File: config.mk
export PLATFORM = sky130hd
export DESIGN_NAME = stwag_term_cell
export DESIGN_NICKNAME = d
export VERILOG_FILES = /design/src/rtl/core/stwag_pkg.sv /design/src/rtl/core/stwag_term_cell.sv
export SDC_FILE = /design/constraint.sdc
export NUM_CORES = 2
export LEC_CHECK = 0
export BUFFER_PORTS_ARGS = -buffer_cell sky130_fd_sc_hd__buf_2
export CELL_PAD_IN_SITES_DETAIL_PLACEMENT = 2
export CELL_PAD_IN_SITES_GLOBAL_PLACEMENT = 2
export CORE_ASPECT_RATIO = 1.75
export CORE_MARGIN = 2
export CORE_UTILIZATION = 39
export CTS_BUF_LIST = sky130_fd_sc_hd__clkbuf_8
export DETAILED_ROUTE_END_ITERATION = 10
export PLACE_DENSITY_LB_ADDON = 0.1
export SETUP_SLACK_MARGIN = 0.05
export SKIP_CTS_REPAIR_TIMING = 1
export SYNTH_ARGS = -nofsm -noshare
export SYNTH_HDL_FRONTEND = slang
export SYNTH_SLANG_ARGS = --single-unit
File: constraint.sdc
create_clock -name i_clk -period 18.2 [get_ports i_clk]
set_input_delay 4.55 -clock i_clk [delete_from_list [all_inputs] [get_ports i_clk]]
set_output_delay 4.55 -clock i_clk [all_outputs]
set_load 0.05 [all_outputs]
File: src/rtl/core/stwag_pkg.sv
// Shared types, widths and element-size decode for the strided tensor walk
// address generator. No dependencies; used by the files in rtl/core but stwag_odo_cell.
`timescale 1ns / 1ps

package stwag_pkg;

    // Defaults for the top-level parameters
    localparam int DEF_MAX_DIMS = 4;
    localparam int DEF_DIM_BITS = 16;

    // Fixed field and register widths
    localparam int CFG_W      = 64;
    localparam int CFG_IDX_W  = 3;
    localparam int LANE_W     = 16;
    localparam int PSTRIDE_W  = 32;
    localparam int NDIM_W     = 3;
    localparam int ETYPE_W    = 4;
    localparam int OFF_W      = 54;
    localparam int DST_W      = 64;

    // Configuration register indexes
    typedef enum logic [CFG_IDX_W-1:0] {
        CFG_NUM_DIMS     = 3'd0,
        CFG_DIM_SIZES    = 3'd1,
        CFG_VIEW_ENABLE  = 3'd2,
        CFG_VIEW_STARTS  = 3'd3,
        CFG_STRIDES_LOW  = 3'd4,
        CFG_STRIDES_HIGH = 3'd5,
        CFG_ELEM_TYPE    = 3'd6
    } t_cfg_idx;

    // Element type codes
    typedef enum logic [ETYPE_W-1:0] {
        ET_BOOL = 4'd0,
        ET_U8   = 4'd1,
        ET_U16  = 4'd2,
        ET_U32  = 4'd3,
        ET_U64  = 4'd4,
        ET_I8   = 4'd5,
        ET_I16  = 4'd6,
        ET_I32  = 4'd7,
        ET_I64  = 4'd8,
        ET_F16  = 4'd9,
        ET_F32  = 4'd10,
        ET_F64  = 4'd11
    } t_elem_type;

    // Element size as a shift; known is low for undefined codes (size 0)
    typedef struct packed {
        logic       known;
        logic [1:0] shift;
    } t_scale;

    // Per-item tag carried down the cell chain
    typedef struct packed {
        logic             valid;
        logic             last_element;
        logic [DST_W-1:0] dst_index;
    } t_tag;

    // Element size decode: 1, 2, 4 or 8 bytes; f16 is stored in 4 bytes
    function automatic t_scale elem_scale(logic [ETYPE_W-1:0] code);
        t_scale s;
        s.known = 1'b1;
        s.shift = 2'd0;
        unique case (code) inside
            ET_BOOL, ET_U8, ET_I8:          s.shift = 2'd0;
            ET_U16, ET_I16:                 s.shift = 2'd1;
            ET_U32, ET_I32, ET_F16, ET_F32: s.shift = 2'd2;
            ET_U64, ET_I64, ET_F64:         s.shift = 2'd3;
            default: begin
                s.known = 1'b0;
                s.shift = 2'd0;
            end
        endcase
        return s;
    endfunction

endpackage

File: src/rtl/core/stwag_term_cell.sv
// One stage of the offset chain: forms coordinate * stride for its dimension, or
// (coordinate + start) * parent stride in view mode, and the next contiguous stride,
// and folds in the previous term. Depends on stwag_pkg.
`timescale 1ns / 1ps

module stwag_term_cell #(
    parameter int MAX_DIMS = stwag_pkg::DEF_MAX_DIMS,
    parameter int DIM_BITS = stwag_pkg::DEF_DIM_BITS,
    parameter int STRIDE_W = 48,
    parameter int CELL_IDX = 0
) (
    input  logic                                 i_clk,
    input  logic                                 i_rst_n,
    input  logic                                 i_en,
    input  logic                                 i_active,
    input  logic                                 i_view_en,
    input  logic [DIM_BITS-1:0]                  i_start,
    input  logic [stwag_pkg::PSTRIDE_W-1:0]      i_parent,
    input  logic [DIM_BITS-1:0]                  i_size,
    input  stwag_pkg::t_tag                      i_tag,
    input  logic [stwag_pkg::OFF_W-1:0]          i_sum,
    input  logic [stwag_pkg::OFF_W-1:0]          i_prod,
    input  logic [STRIDE_W-1:0]                  i_stride,
    input  logic [MAX_DIMS-1:0][DIM_BITS-1:0]    i_coords,
    output stwag_pkg::t_tag                      o_tag,
    output logic [stwag_pkg::OFF_W-1:0]          o_sum,
    output logic [stwag_pkg::OFF_W-1:0]          o_prod,
    output logic [STRIDE_W-1:0]                  o_stride,
    output logic [MAX_DIMS-1:0][DIM_BITS-1:0]    o_coords
);

    localparam int CW     = DIM_BITS + 1;
    localparam int MUL_W  = CW + STRIDE_W;
    localparam int SMUL_W = STRIDE_W + DIM_BITS;

    stwag_pkg::t_tag                   r_tag;
    logic [stwag_pkg::OFF_W-1:0]       r_sum;
    logic [stwag_pkg::OFF_W-1:0]       r_prod;
    logic [STRIDE_W-1:0]               r_stride;
    logic [MAX_DIMS-1:0][DIM_BITS-1:0] r_coords;

    logic [CW-1:0]                     w_coord;
    logic [STRIDE_W-1:0]               w_s;
    logic [MUL_W-1:0]                  w_mul;
    logic [SMUL_W-1:0]                 w_smul;
    logic [stwag_pkg::OFF_W-1:0]       n_sum;
    logic [stwag_pkg::OFF_W-1:0]       n_prod;
    logic [STRIDE_W-1:0]               n_stride;

    // Term of this dimension
    assign w_coord = {1'b0, i_coords[CELL_IDX]} + (i_view_en ? {1'b0, i_start} : '0);
    assign w_s     = i_view_en ? STRIDE_W'(i_parent) : i_stride;
    assign w_mul   = w_coord * w_s;
    assign n_prod  = i_active ? stwag_pkg::OFF_W'(w_mul) : '0;

    // Contiguous stride for the next outer dimension
    assign w_smul   = i_stride * i_size;
    assign n_stride = i_active ? STRIDE_W'(w_smul) : i_stride;

    // Fold in the term from the previous cell (wraps mod 2^54)
    assign n_sum = i_sum + i_prod;

    always_ff @(posedge i_clk) begin
        if (!i_rst_n) begin
            r_tag <= '0;
        end else if (i_en) begin
            r_tag <= i_tag;
        end
    end

    always_ff @(posedge i_clk) begin
        if (i_en) begin
            r_sum    <= n_sum;
            r_prod   <= n_prod;
            r_stride <= n_stride;
            r_coords <= i_coords;
        end
    end

    assign o_tag    = r_tag;
    assign o_sum    = r_sum;
    assign o_prod   = r_prod;
    assign o_stride = r_stride;
    assign o_coords = r_coords;

endmodule

Yosys cells after proc, flatten, opt, wreduce, memory -nomap -nowiden
Cells that the tools add are included.

storage, ports and cells
  flip-flop bits (word level) = 286
  bits in latches = 0
  RAM bits = 0
  ROM bits = 0
  bits of input ports = 355
  memories kept = 0

cells by class
  add/sub/neg operators = 2
  multipliers = 2
  div/mod/pow operators = 0
  order comparisons = 0
  eq/ne operators = 0
  shifts and indexed selects = 0
  muxes and demuxes = 3
  bitwise operators = 0
  reductions and logical operators = 0

operators with widths
  operator          number
  $mux W48          2
  $add A54 B54 Y54  1
  $mul A17 B48 Y54  1
  $mul A48 B16 Y48  1
  $add A16 B16 Y17  1
  $mux W16          1

Logic depth before layout (Yosys ltp)
  depth in word-level cells = 3
  gate-level depth with buffers = 42

Least setup slack after synthesis
OpenSTA, ideal clock, no wires.

  path kind = input to register
  from = in i_view_en
  to = reg r_prod (netlist bit o_prod[53]), data pin
  setup time = 0.255 ns
  arrival time = 13.991 ns
  required time = 17.945 ns
  setup slack = 3.955 ns
  stages on the path = 38
  buffers on the path = 7
  cells stage by stage = clkbuf_1 clkbuf_1 clkbuf_1 buf_1 clkbuf_1 nand2_1 inv_1 ha_1 a211oi_1 o21bai_1 a21oi_2 o21ai_1 o41ai_2 o211a_1 a21oi_1 xnor2_1 clkbuf_1 clkbuf_1 (+2 left out) fa_1 fa_1 fa_1 fa_1 inv_1 fa_1 inv_1 ha_1 nand2_1 nor3_1 a21oi_1 o31a_1 a2111oi_0 o41ai_1 o41ai_1 xnor2_1 xnor2_1 and2_1

on the way
  word-level cells in the longest chain between the ends = 3

ends and longest elaborated chain
  item                  line                   RTL
  from (decl)           stwag_term_cell.sv:16  input logic i_view_en,
  $mux W16              stwag_term_cell.sv:51  assign w_coord = {1'b0, i_coords[CELL_IDX]} + (i_view_en ? {1'b0, i_start} : '0);
  $add A16 B16 Y17      stwag_term_cell.sv:51
  $mul A17 B48 Y54 (*)  stwag_term_cell.sv:53  assign w_mul = w_coord * w_s;
  to (signal assigned)  stwag_term_cell.sv:74  r_prod <= n_prod;
  to (decl)             stwag_term_cell.sv:38  logic [stwag_pkg::OFF_W-1:0] r_prod;

Every way passes the cells marked *; elsewhere a longest branch is shown, timed or not.
A chain may end at the register's enable or synchronous reset.

Worst setup path in the final report
  from = in i_view_en
  to = reg r_prod (netlist bit o_prod[50]), data pin

Same word-level chain as after synthesis.

==> metrics <==
core area=around 140000 µm²; Worst Setup Start Kind=input pin; I/O pin count=around 640; Netlist cell types=78; H-tree Lvls=2; initial antenna violation count=11; DR iter-0 viols=1991; Post-synth EDFFs=220; synthesized area=between 50000 and 60000 µm²; type of the worst setup path=input pin to flip-flop; drt pass-1 iters=6; Hold Crit Class=flip-flop to flip-flop; routability cong.=between 0.9 and 1; status=completed; worst r2r path cells=2; clock net sink count=286; most frequent CP cell=fa_1; clock latency at the later pin of the worst-skew pair=0.76 ns; fin crit period=about 15 ns; Cells on Worst Hold Path=2; HPWL after detailed placement=174.0 mm; RSZ-0062 raised after global routing=no; max-cap viol count=0; # DRC=0; first-pass GRT wire length=roughly 330 mm; layout cells sized above 1=between 10 and 15%; Detailed Route WL=between 200 and 250 mm; nets@finish=8183; pin count of the biggest net entering global routing=93; sequential share of the synthesized area=between 10% and 20%; Die Height=about 500 µm; Max Slew Vio Count=0; Clock Pin Slew Worst Setup and Hold Paths=roughly 0.060 ns; die width=roughly 290 µm; Worst Skew=0 ns; area grow syn2layout=11.06%; Worst Path Required=between 15 and 20 ns; routed vias/inst=roughly 5.3; Crit path arrival time=between 15 and 20 ns; Antenna Nets Post-Route=0; setup tns final=0 ns; Slowest-stage cell, CP=a2111oi_2; achievable frequency=a little under 0.07 GHz; largest area contributor in the netlist=fa_1; PortBufs=640; CTS tree=done; Synth Warn #=0; Async SR Flop Fraction=0%; top cell type's share of synthesized area=roughly 42%; # setup viols final=0; Initial Util=39.33%; Hold Fails Final Rpt=0; TritonCTS buffer count=51; Total Routing Usage GR=around 31%; CP Max Fanout=45; vias=around 44000; critical path endpoint category=flip-flop; wire length per cell=roughly 27 µm; Syn Inst Count=5965; Slew @ Worst Pin=1.231 ns; total gr overflow=0; top cells by area, synth=fa_1, edfxtp_1, inv_1; Main synth FF type=edfxtp_1; vias in the first global route=between 50000 and 60000; period utilisation layout=between 80 and 90%; biggest cell delay along the critical path=0.96 ns; post-synthesis net count=between 7000 and 8000; # rows=~180; Die ar.=144800 µm²; CTS Root Cell=clkbuf_8; Max transition margin=about 18%; #FFs+latches synth=~290; clock tree buffer depth=3; Avg Inst Size Synth=about 9 µm²
[cell usage after synthesis (all sizes together) (4+ instances only)]
| cell type | instances |
|---|---|
| edfxtp | 220 |
| and3 | 13 |
| ha | 244 |
| nand4 | 16 |
| nand2 | 1044 |
| clkbuf | 299 |
| a21oi | 156 |
| or2 | 8 |
| nor3 | 13 |
| o31ai | 9 |
| a311oi | 4 |
| o31a | 7 |
| or4 | 6 |
| nor2 | 267 |
| nand2b | 77 |
| nand3 | 29 |
| mux2 | 72 |
| a211o | 4 |
| nor4 | 5 |
| a21boi | 7 |
| xnor2 | 143 |
| dfxtp | 66 |
| and2 | 243 |
| nor2b | 107 |
| o21ai | 81 |
| xor2 | 50 |
| nor3b | 4 |
| fa | 1167 |
| o21bai | 27 |
| buf | 12 |
| o211ai | 9 |
| a31oi | 18 |
| a211oi | 13 |
| or3 | 8 |
| o41ai | 5 |
| a31o | 4 |
| inv | 1241 |
| o21a | 16 |
| a21o | 106 |
| a2111oi | 5 |
| mux2i | 95 |
[logic make-up after synthesis]
group | Yosys count | synth area share, %
buffers and inverters | 1553 | 10.55
AOI/OAI and AO/OA | 497 | 5.857
muxes | 167 | 3.188
adders and majority gates | 1411 | 47.80
DFF | 286 | 14.35
xor gates and xnor gates | 196 | 3.181
and+or+nand+nor | 1855 | 15.08
[state kept, by name, indices dropped and copies added (netlist names)]
name	cells
o_coords	64
o_sum	54
o_prod	54
o_stride	48
o_tag	66
[layout make-up]
cell class	instances	area, µm²
inverter	1242	4662
clock buffer	54	743.2
antenna	7	17.52
fill	15658	79130
clock inverter	41	316.6
timing repair buffer	710	3756
tap	1840	2302
multi-input combinational	4126	41650
sequential	286	7928
[final timing paths]
check                    startpoint                  endpoint  slack (ns)
max reg2reg  o_tag[58]$_SDFFE_PN0P_    o_tag[58]$_SDFFE_PN0P_       17.51
max                       i_view_en  o_prod[50]$_SDFFCE_PN0P_        3.33
min reg2reg   o_tag[8]$_SDFFE_PN0P_     o_tag[8]$_SDFFE_PN0P_        0.51
min           o_tag[8]$_SDFFE_PN0P_     o_tag[8]$_SDFFE_PN0P_        0.51
[cells in the final DEF, fill, tap and decap left out, types with 7 or more instances in the layout]
master / instances
inv_1: 1256
fa_1: 1167
nand2_1: 1044
buf_2: 632
nor2_1: 267
ha_1: 244
and2_1: 243
edfxtp_1: 220
a21oi_1: 153
xnor2_1: 130
a21o_1: 106
nor2b_1: 101
mux2i_1: 95
nand2b_1: 77
buf_4: 77
mux2_2: 72
dfxtp_1: 66
clkbuf_8: 54
xor2_1: 48
o21ai_0: 43
o21ai_1: 37
nand3_1: 29
o21bai_1: 27
a31oi_1: 18
o21a_1: 16
nand4_1: 16
a211oi_1: 13
nor3_1: 13
xnor2_2: 13
and3_1: 13
o211ai_1: 9
o31ai_1: 9
or3_1: 8
diode_2: 7
clkinv_1: 7
[metal layers]
layer / vias to the layer above / part of all wire, % / GRT usage, %
met2: 1465 / 54 / 58.35
li1: 18761 / - / -
met1: 23609 / 34 / 32.13
met4: 8 / 6.1 / 16.27
met3: 527 / 6.0 / 5.268
met5: - / 0.022 / 0
[worst max-delay path: cells and delay by family]
kind	cells	cell delay [ns]
AND/OR/NAND/NOR	4	0.85
XOR/XNOR	2	0.89
AO/OA/AOI/OAI	15	4.70
adder cells (fa/ha/maj)	8	3.55
buffers and inverters	5	0.74
[metrics by stage]
step / std cells / util, % / instance area (µm²) / hold slack (ns) / setup slack, ns
floorplan: 5965 / - / 55260 / 0.7439 / 3.955
global placement: 8204 / 42.91 / 60290 / 0.4898 / 1.881
detailed placement: 8204 / 42.91 / 60300 / 0.5015 / 2.641
CTS: 8299 / 43.67 / 61360 / 0.5263 / 3.389
global route: 8300 / 43.67 / 61360 / 0.5483 / 2.886
finish: 8306 / 43.68 / 61370 / 0.5145 / 3.328
Power is left out: the tool's default activity adds up to more than one toggle a clock period on the data nets, which glitch-free logic cannot reach.
