<file path="src/rtl/core/stwag_odo_cell.sv">
// One digit of the coordinate odometer: holds a dimension's coordinate and
// passes its carry to the next outer dimension. Depends on nothing.
`timescale 1ns / 1ps

module stwag_odo_cell #(
    parameter int DIM_BITS = 16
) (
    input  logic                i_clk,
    input  logic                i_rst_n,
    input  logic                i_step,
    input  logic                i_restart,
    input  logic                i_active,
    input  logic [DIM_BITS-1:0] i_size,
    input  logic                i_carry,
    output logic                o_carry,
    output logic [DIM_BITS-1:0] o_coord
);

    logic [DIM_BITS-1:0] r_coord;
    logic [DIM_BITS-1:0] n_coord;
    logic [DIM_BITS-1:0] w_eff;
    logic [DIM_BITS:0]   w_inc;
    logic                w_wrap;

    // Restart zeroes the coordinate before the item is used
    assign w_eff   = i_restart ? '0 : r_coord;
    assign w_inc   = {1'b0, w_eff} + (DIM_BITS + 1)'(1);
    // Size zero or a coordinate past the size wraps at once
    assign w_wrap  = (w_inc >= {1'b0, i_size});
    // Inactive digits pass the carry through untouched
    assign o_carry = i_carry & (~i_active | w_wrap);
    assign o_coord = w_eff;

    // Next coordinate
    always_comb begin
        if (i_active && i_carry) begin
            n_coord = w_wrap ? '0 : w_inc[DIM_BITS-1:0];
        end else begin
            n_coord = w_eff;
        end
    end

    always_ff @(posedge i_clk) begin
        if (!i_rst_n) begin
            r_coord <= '0;
        end else if (i_step) begin
            r_coord <= n_coord;
        end
    end

endmodule

</file>
<file path="config.mk">
export PLATFORM = sky130hd
export DESIGN_NAME = stwag_odo_cell
export DESIGN_NICKNAME = d
export VERILOG_FILES = /design/src/rtl/core/stwag_odo_cell.sv
export SDC_FILE = /design/constraint.sdc
export NUM_CORES = 1
export LEC_CHECK = 0
export BUFFER_PORTS_ARGS = -buffer_cell sky130_fd_sc_hd__buf_2
export CELL_PAD_IN_SITES_DETAIL_PLACEMENT = 1
export CELL_PAD_IN_SITES_GLOBAL_PLACEMENT = 2
export CORE_ASPECT_RATIO = 1.2
export CORE_MARGIN = 8
export CORE_UTILIZATION = 28
export CTS_CLUSTER_SIZE = 28
export DETAILED_ROUTE_END_ITERATION = 7
export PLACE_DENSITY_LB_ADDON = 0.1
export REMOVE_ABC_BUFFERS = 1
export SYNTH_ARGS = -nofsm -noshare
export SYNTH_HDL_FRONTEND = slang
export SYNTH_SLANG_ARGS = --single-unit
export TNS_END_PERCENT = 20
</file>
<file path="constraint.sdc">
create_clock -name i_clk -period 3.6 [get_ports i_clk]
set_input_delay 0.36 -clock i_clk [delete_from_list [all_inputs] [get_ports i_clk]]
set_output_delay 0.36 -clock i_clk [all_outputs]
set_load 0.03 [all_outputs]
</file>
* Word level (Yosys, flattened, before mapping)
Index checks and enable logic that the tools add are counted.
** Storage, ports and cells
- Register bits :: 16
- Memories :: 0
- Bits in latches :: 0
- Output and inout port bits :: 17
- Bits of input ports :: 22
- RAM bits :: 0
- Memory bits (read-only) :: 0
- Word-level logic and storage cells :: 10
** Operators by class
- Multiplexer cells :: 3
- Bitwise logic cells :: 3
- Reductions and logical operators :: 1
- Eq/ne operators :: 0
- Magnitude comparators :: 1
- $add $sub $neg :: 1
- $mul :: 0
- Shift operators :: 0
- Divide/modulo/power cells :: 0
** Operators with widths (number)
- 2-to-1 mux 16 bit :: 3
- adder 16 x 1 -> 17 bit, second input constant :: 1
- greater-or-equal comparator 17 x 16 -> 1 bit :: 1
- AND 1 bit :: 1
- logical AND 1 bit :: 1
- NOT 1 bit :: 1
- bitwise OR 1 bit :: 1

* Longest topological paths before layout
Gate-level depths: netlist (run 1).
- Depth in word-level cells :: 5
- Gate-level depth with buffers :: 18

* Worst setup path after synthesis (run 1)
No wires, ideal clock.
- Kind :: input to output
- From :: input port i_restart
- To :: output port o_carry
- Arrival time :: 4115 ps
- Setup slack :: -875 ps
- Stages on the path :: 16
- Buffers on the path :: 3
- Data required time :: 3240 ps
- Path through :: buf_2 -> clkbuf_1 -> nor2b_1 -> ha_1 -> and3_1 -> and4_4 -> buf_6 -> nand4_1 -> xnor2_1 -> ha_1 -> nand3_1 -> nor3_1 -> nand3_1 -> nand4_4 -> nor2_1 -> a21boi_0
** On the way
- Word-level cells in the longest chain between the ends :: 5
** Ends and longest elaborated chain
- start, declared :: line 11 : input logic i_restart,
- 2-to-1 mux 16 bit :: line 26 : assign w_eff = i_restart ? '0 : r_coord;
- named net o_coord[0] :: line 16 : output logic [DIM_BITS-1:0] o_coord
- adder 16 x 1 -> 17 bit :: line 27 : assign w_inc = {1'b0, w_eff} + (DIM_BITS + 1)'(1);
- greater-or-equal comparator 17 x 16 -> 1 bit :: line 29 : assign w_wrap = (w_inc >= {1'b0, i_size});
- bitwise OR 1 bit :: line 31 : assign o_carry = i_carry & (~i_active | w_wrap);
- AND 1 bit :: line 31
- end, declared :: line 15 : output logic o_carry,
The timed path passes the listed nets, and every way through them passes these cells.

* Worst setup path after layout (run 1)
- From :: register r_coord[0]
- To :: output port o_carry
** On the way
- Word-level cells in the longest chain between the ends :: 5
** Ends and longest elaborated chain
- start, declared :: line 19 : logic [DIM_BITS-1:0] r_coord;
- start signal, assigned :: line 47 : r_coord <= n_coord;
- 2-to-1 mux 16 bit :: line 26
- adder 16 x 1 -> 17 bit :: line 27
- greater-or-equal comparator 17 x 16 -> 1 bit :: line 29
- bitwise OR 1 bit :: line 31
- AND 1 bit :: line 31
No other way between the ends.

==> results of run 1 <==
-- layout make-up --
class,instances,area (sq um)
Inverter,15,56.3
Sequential cell,16,325
Timing Repair Buffer,53,305
Multi-Input combinational cell,155,1280
Tap cell,64,80.1
Fill cell,705,3550
Clock buffer,3,41.3
-- how the worst max path moves through the flow --
stage	start	endpoint	slack, ns	cells after the start
CTS	r_coord[1]$_SDFFE_PN0P_	o_carry	0.001	14
global placement	i_restart	o_carry	0.10	14
floorplan	i_restart	o_carry	-0.46	13
finish	r_coord[0]$_SDFFE_PN0P_	o_carry	0.18	13
detailed placement	i_restart	o_carry	-0.04	14
global route	r_coord[0]$_SDFFE_PN0P_	o_carry	0.001	13
-- logic make-up after synthesis --
kind of cell | after synthesis | share of synthesized area [%]
compound gates | 59 | 26.8
simple gates | 65 | 26.2
flops | 16 | 19.7
mux | 1 | 0.691
xor+xnor | 13 | 6.99
fa+ha+maj | 17 | 13.1
buf+inv | 24 | 6.61
-- synthesized netlist by cell type --
| cell type | instances |
|---|---|
| o21ai_0 | 20 |
| ha_1 | 17 |
| dfxtp_1 | 16 |
| inv_1 | 15 |
| nor2b_1 | 11 |
| a21oi_2 | 10 |
| a22oi_2 | 10 |
| nand2_1 | 10 |
| a21oi_1 | 8 |
| nor2_1 | 7 |
| xor2_1 | 7 |
| xnor2_1 | 6 |
| and3_1 | 5 |
| clkbuf_1 | 5 |
| nand4_1 | 5 |
| and2b_1 | 4 |
| nand3_1 | 4 |
| a21o_1 | 3 |
| a22oi_1 | 3 |
| nor3_1 | 3 |
| a31oi_1 | 2 |
| and3b_1 | 2 |
| buf_2 | 2 |
| buf_6 | 2 |
| nand2b_1 | 2 |
| nand3b_1 | 2 |
| nand4_4 | 2 |
| a211oi_1 | 1 |
| a21boi_0 | 1 |
| and2b_4 | 1 |
| and3_2 | 1 |
| and4_4 | 1 |
| and4b_1 | 1 |
| mux2_2 | 1 |
| nor3_2 | 1 |
| nor3_4 | 1 |
| nor3b_1 | 1 |
| nor4_1 | 1 |
| o41a_1 | 1 |
-- cells in the final DEF (no fill, tap or decap), drive strengths merged --
master / count
a21oi: 18
a31oi: 2
nand3b: 2
nand4: 7
nor2: 7
and4: 1
nand2b: 2
clkbuf: 3
xnor2: 6
and2b: 5
nor2b: 11
a211oi: 1
and3b: 2
and3: 6
and4b: 1
ha: 17
o41a: 1
nand3: 4
mux2: 1
nand2: 10
a21o: 3
xor2: 7
o21ai: 20
nor4: 1
a22oi: 13
dfxtp: 16
inv: 15
a21boi: 1
nor3: 5
buf: 53
nor3b: 1
-- stage by stage --
step           setup slack [ns]  util (%)
3_3_place_gp              0.102      33.9
6_report                  0.177      37.0
3_5_place_dp            -0.0398      33.9
4_1_cts                 0.00120      35.3
2_1_floorplan            -0.460         -
5_1_grt                 0.00103      37.0
-- per-layer routing --
| metal | vias to the layer above | wire (um) |
|---|---|---|
| li1 | 792 | - |
| met1 | 761 | 2450 |
| met2 | 31 | 2840 |
| met3 | 5 | 209 |
| met4 | 0 | 67 |
| met5 | - | 0 |
-- repair_timing --
| action | CTS | global route |
|---|---|---|
| hold buffers | 0 | 0 |
| setup buffers | 1 | 6 |
| endpoints found under the setup margin | 1 | 7 |
| resized for setup | 8 | 13 |
| pin swaps | 3 | 9 |
-- power by group through the flow --
stage               clock network (uW)  registers, uW  logic [uW]
finish                             143            199         153
global route                       157            201         169
CTS                                152            199         147
detailed placement                   0            203         144
global placement                     0            203         140
floorplan                            0            198        87.2
-- critical path: cells and delay by family (launching register included) --
kind            cells  cell delay (ns)
xor+xnor            1             0.21
compound gates      3             0.49
buf+inv             1             0.17
flops               1             0.37
simple gates        6             1.08
fa+ha+maj           2             0.49
==> metrics, run 1 <==
Ports=39; Crit path largest cell delay=0.37 ns; CP Data Arrival Time=3.06 ns; HPWL reported at the end of detailed placement=4310 um; met2 Use GR=23.1%; max-cap viol count=0; GRT met1 Usage=14.9%; pwr dens=237 nW/um^2; Peak Freq=292 MHz; R2R depth=15; placer congestion estimate=0.807; GRT Total Usage=13.1%; crit path capture type=primary output; worst hold path depth=3; clk buf depth=2; worst r2r src=r_coord[0]$_SDFFE_PN0P_; top-area cell type share of the netlist area=19.7%; RSZ-0062 raised after global routing=no; min Tclk post-route=3.42 ns; worst vdd ir=109 uV; final WL=5560 um; critical path startpoint category=register; Hold Startpoint=i_rst_n; CP max FO=5; Reg power frac=40.3%; grt peak-use layer=met2; internal power=323 uW; # port buffers=38; max reg flops=16; Reg2Reg Capture Point=r_coord[15]$_SDFFE_PN0P_; Comb power frac=30.9%; largest net degree at the start of global routing=33; Die Y=99.6 um; R2R setup slack=0.25 ns; Worst Hold End=r_coord[0]$_SDFFE_PN0P_; vias in the first global route=1719; core area=5630 sq um; Final Power=495 uW; Least-Margin Pin Slew=1.04 ns; routed wire length per instance=18.2 um; Mapped Cells=195; Post-DRT Antenna Nets=0; Final Cell Area=2080 sq um; CTS tree=built; Residual DRC=0; # rows=30; Top Registers=r_coord: 16 flops; clock share of power=28.8%; placed cell count=296; Biggest register=r_coord; crit-path cells=nor2b_4 -> ha_4 -> and3_4 -> and4_4 -> nand4_1 -> xnor2_2 -> ha_1 -> a21o_1 -> a21oi_1 -> nand4_4 -> nor2_2 -> a21boi_1 -> buf_4; Synth warnings=0; nets=283; n_diodes=0; vias=1589; outcome=finished clean; clk_lat worst skew=0.26 ns; Starting Density=28.9%; Slew headroom=30.3%; met3 Usage GRT=2.72%; synthesized area=1630 sq um; Finished Layout Cells=306; register area share after synthesis=19.7%; worst clock skew=0.00453 ns; Slowest-stage cell, CP=dfxtp_4; Lkg Pwr=0.000996 uW; final setup fails=0; chip width=85.6 um; share of cells above drive strength 1=39.7%; DR vias/cell=5.19; Min Hold Slack=0.520 ns; Initial DRT Pass Iterations=3; Synth area leaders=dfxtp_1, ha_1, a22oi_2, o21ai_0, a21oi_2; Final Cycle Share=95.1%; drt first-iter violations=33; clock root cell=clkbuf_8; cts bufs inserted=3; Avg Inst Size Synth=8.35 sq um; Synth Register Bits=16; Data required, critical path=3.24 ns; Net Switching=172 uW; Worst Hold Class=in2reg; placed cell areas=1910 sq um; switching fraction of total power=34.8%; grt total ovfl=0; Hold Fails Final Rpt=0; CTS H-tree depth=1; first-pass GRT wire length=8840 um; max-slew violations=0; Synth area leader=dfxtp_1; synth unique cells=39; TritonCTS Sinks=16; area delta synth->final=28.0%; critical path class=reg2out; die footprint=8520 sq um; initial antenna violation count=0; setup TNS=0 ns; Clk pin slew, worst setup/hold paths=0.07 ns
Note: power is estimated with default switching activity, not from simulation.
==> run 2: changes to the inputs <==
- CORE_ASPECT_RATIO: 1.2 -> 1.25
- SKIP_LAST_GASP: unset -> 1
==> run 2 against run 1 <==
Effect of this change:
- critical endpoint unchanged
- worst hold slack improved by 0.0037 ns
- critical path depth rose by 2
- sequential share of layout area fell by 0.28 points
- first-iteration DRC count fell by 3.0%
- total power increased by 4.9%
- final area is 1.0% higher
- register-to-register slack gained 0.05 ns
- largest cell class unchanged
- core utilization fell by 0.090 points
==> metrics, run 2 (synthesis results as in run 1) <==
Starting Density=28.6% (-0.36 points); CTS tree=built; Clk pin slew, worst setup/hold paths=0.07 ns (about the same); die footprint=8530 sq um (about the same); max reg flops=16 (unchanged); clock root cell=clkbuf_8; placer congestion estimate=0.766 (-5.2%); Hold Fails Final Rpt=0 (unchanged); Slew headroom=34.3% (+4.1 points); commonest non-fill, non-tap cells in the layout=buf_2, o21ai_0, buf_4, ha_1, inv_1; worst clock skew=0.00143 ns (-0.00310 ns); Final Cycle Share=95.0% (-0.12 points); Hold Startpoint=i_rst_n; Residual DRC=0 (unchanged); # port buffers=38 (unchanged); CP Data Arrival Time=3.06 ns (about the same); Post-DRT Antenna Nets=0 (unchanged); first-pass GRT wire length=8580 um (-2.9%); CTS H-tree depth=1 (unchanged); Crit path largest cell delay=0.35 ns (-0.02 ns); routed wire length per instance=17.3 um (-5.0%); pwr dens=246 nW/um^2 (+3.8%); vias in the first global route=1778 (+3.4%); cts hold-fix bufs=0 (unchanged); chip width=84.2 um (-1.6%); HPWL reported at the end of detailed placement=4270 um (-0.92%); grt peak-use layer=met2; area delta synth->final=29.3%; crit-path cells=nor2b_4 -> ha_2 -> and3_4 -> and4_4 -> buf_4 -> and3_1 -> xor2_2 -> ha_1 -> a21oi_1 -> o21ai_0 -> nand2b_1 -> nand4_4 -> nor2_2 -> a21boi_1 -> buf_4; nets=284 (+0.35%); Die Y=101 um (+1.7%); n_diodes=0 (unchanged); R2R depth=17 (+2); cts bufs inserted=3 (unchanged); CP max FO=4 (-1); share of cells above drive strength 1=40.6% (+0.90 points); critical path class=reg2out; # rows=31 (+3.3%); Crit path top cell by count=buf_4; setup TNS=0 ns (unchanged); DR vias/cell=5.11 (-1.5%); GRT met1 Usage=13.1% (-1.9 points); Worst Hold End=r_coord[5]$_SDFFE_PN0P_; Worst Hold Class=in2reg; met3 Usage GRT=2.90% (+0.17 points); min Tclk post-route=3.42 ns (-0.00426 ns); clk_lat worst skew=0.25 ns (about the same); Reg2Reg Capture Point=r_coord[7]$_SDFFE_PN0P_; met2 Use GR=24.1% (+0.94 points); CP bufs+invs=2 (+1); R2R setup slack=0.30 ns (+0.05 ns); Lkg Pwr=0.00101 uW (+0.97%); crit path capture type=primary output; Ports=39 (unchanged); max-slew violations=0 (unchanged); max-cap viol count=0 (unchanged); Biggest register=r_coord; GRT Total Usage=12.4% (-0.65 points); worst vdd ir=95.7 uV (-12%); Data required, critical path=3.24 ns (about the same); TritonCTS Sinks=16 (unchanged); Initial DRT Pass Iterations=2 (-1); drt first-iter violations=32 (-3.0%); Top Registers=r_coord: 16 flops; Least-Margin Pin Slew=0.983 ns (-0.0606 ns); clk buf depth=2 (unchanged); Slowest-stage cell, CP=dfxtp_2; final WL=5350 um (-3.8%); grt total ovfl=0 (unchanged); worst setup margin=0.182 ns (+0.00426 ns); most common cell after layout, fill and taps aside=buf_2; vias=1585 (-0.25%); worst r2r src=r_coord[0]$_SDFFE_PN0P_; largest net degree at the start of global routing=33 (unchanged); worst hold path depth=3 (unchanged); initial antenna violation count=0 (unchanged); post-placement worst setup slack=-0.0882 ns (-0.0484 ns); outcome=finished clean; final setup fails=0 (unchanged); Peak Freq=293 MHz (+0.12%); Top delay family on crit path=simple AND/OR/NAND/NOR gates; core area=5700 sq um (+1.3%); critical path startpoint category=register
run 2: layer usage:
layer	wire (um)	vias up
li1	-	800
met1	2220	757
met2	2870	26
met3	232	2
met4	28	0
met5	0	-
run 2: power by group:
part	total (uW)	internal (uW)	switching (uW)
Combinational	150	60.3	89.3
Sequential	199	188	11.3
Clock	170	97.2	72.7
Total	519	345	173
run 2: tightest hold or removal path: cells and delay by family:
family,cells,cell delay [ns]
AOI/OAI and AO/OA,2,0.16
buffers and inverters,1,0.21
run 2: how the worst max path moves through the flow:
| stage | from | to | slack (ns) | cells past startpoint |
|---|---|---|---|---|
| floorplan | i_restart | o_carry | -0.46 | 13 |
| global placement | i_restart | o_carry | 0.04 | 15 |
| detailed placement | i_restart | o_carry | -0.09 | 14 |
| CTS | r_coord[1]$_SDFFE_PN0P_ | o_carry | 0.0005 | 14 |
| global route | r_coord[2]$_SDFFE_PN0P_ | o_carry | -0.008 | 13 |
| finish | r_coord[0]$_SDFFE_PN0P_ | o_carry | 0.18 | 15 |
run 2: timing repair:
item | 4_1_cts | 5_1_grt
buffers inserted | 1 | 5
resized for setup | 6 | 16
pin swaps | 1 | 5
setup endpoints to repair | 1 | 2
run 2: cell type report:
type | count | area (sq um)
Fill cell | 704 | 3600
Multi-Input combinational cell | 155 | 1270
Sequential cell | 16 | 323
Timing Repair Buffer | 54 | 319
Tap cell | 66 | 82.6
Inverter | 15 | 56.3
Clock buffer | 4 | 55.1
run 2: stage by stage:
stage               area, sq um  hold slack, ns  std cells  power [uW]  util, %
finish                     2110           0.523        310         519     36.9
global route               2110           0.518        310         552     36.9
CTS                        2010           0.515        305         522     35.3
detailed placement         1930           0.557        300         347     33.8
global placement           1930           0.535        300         344     33.8
floorplan                  1580           0.439        186         285        -
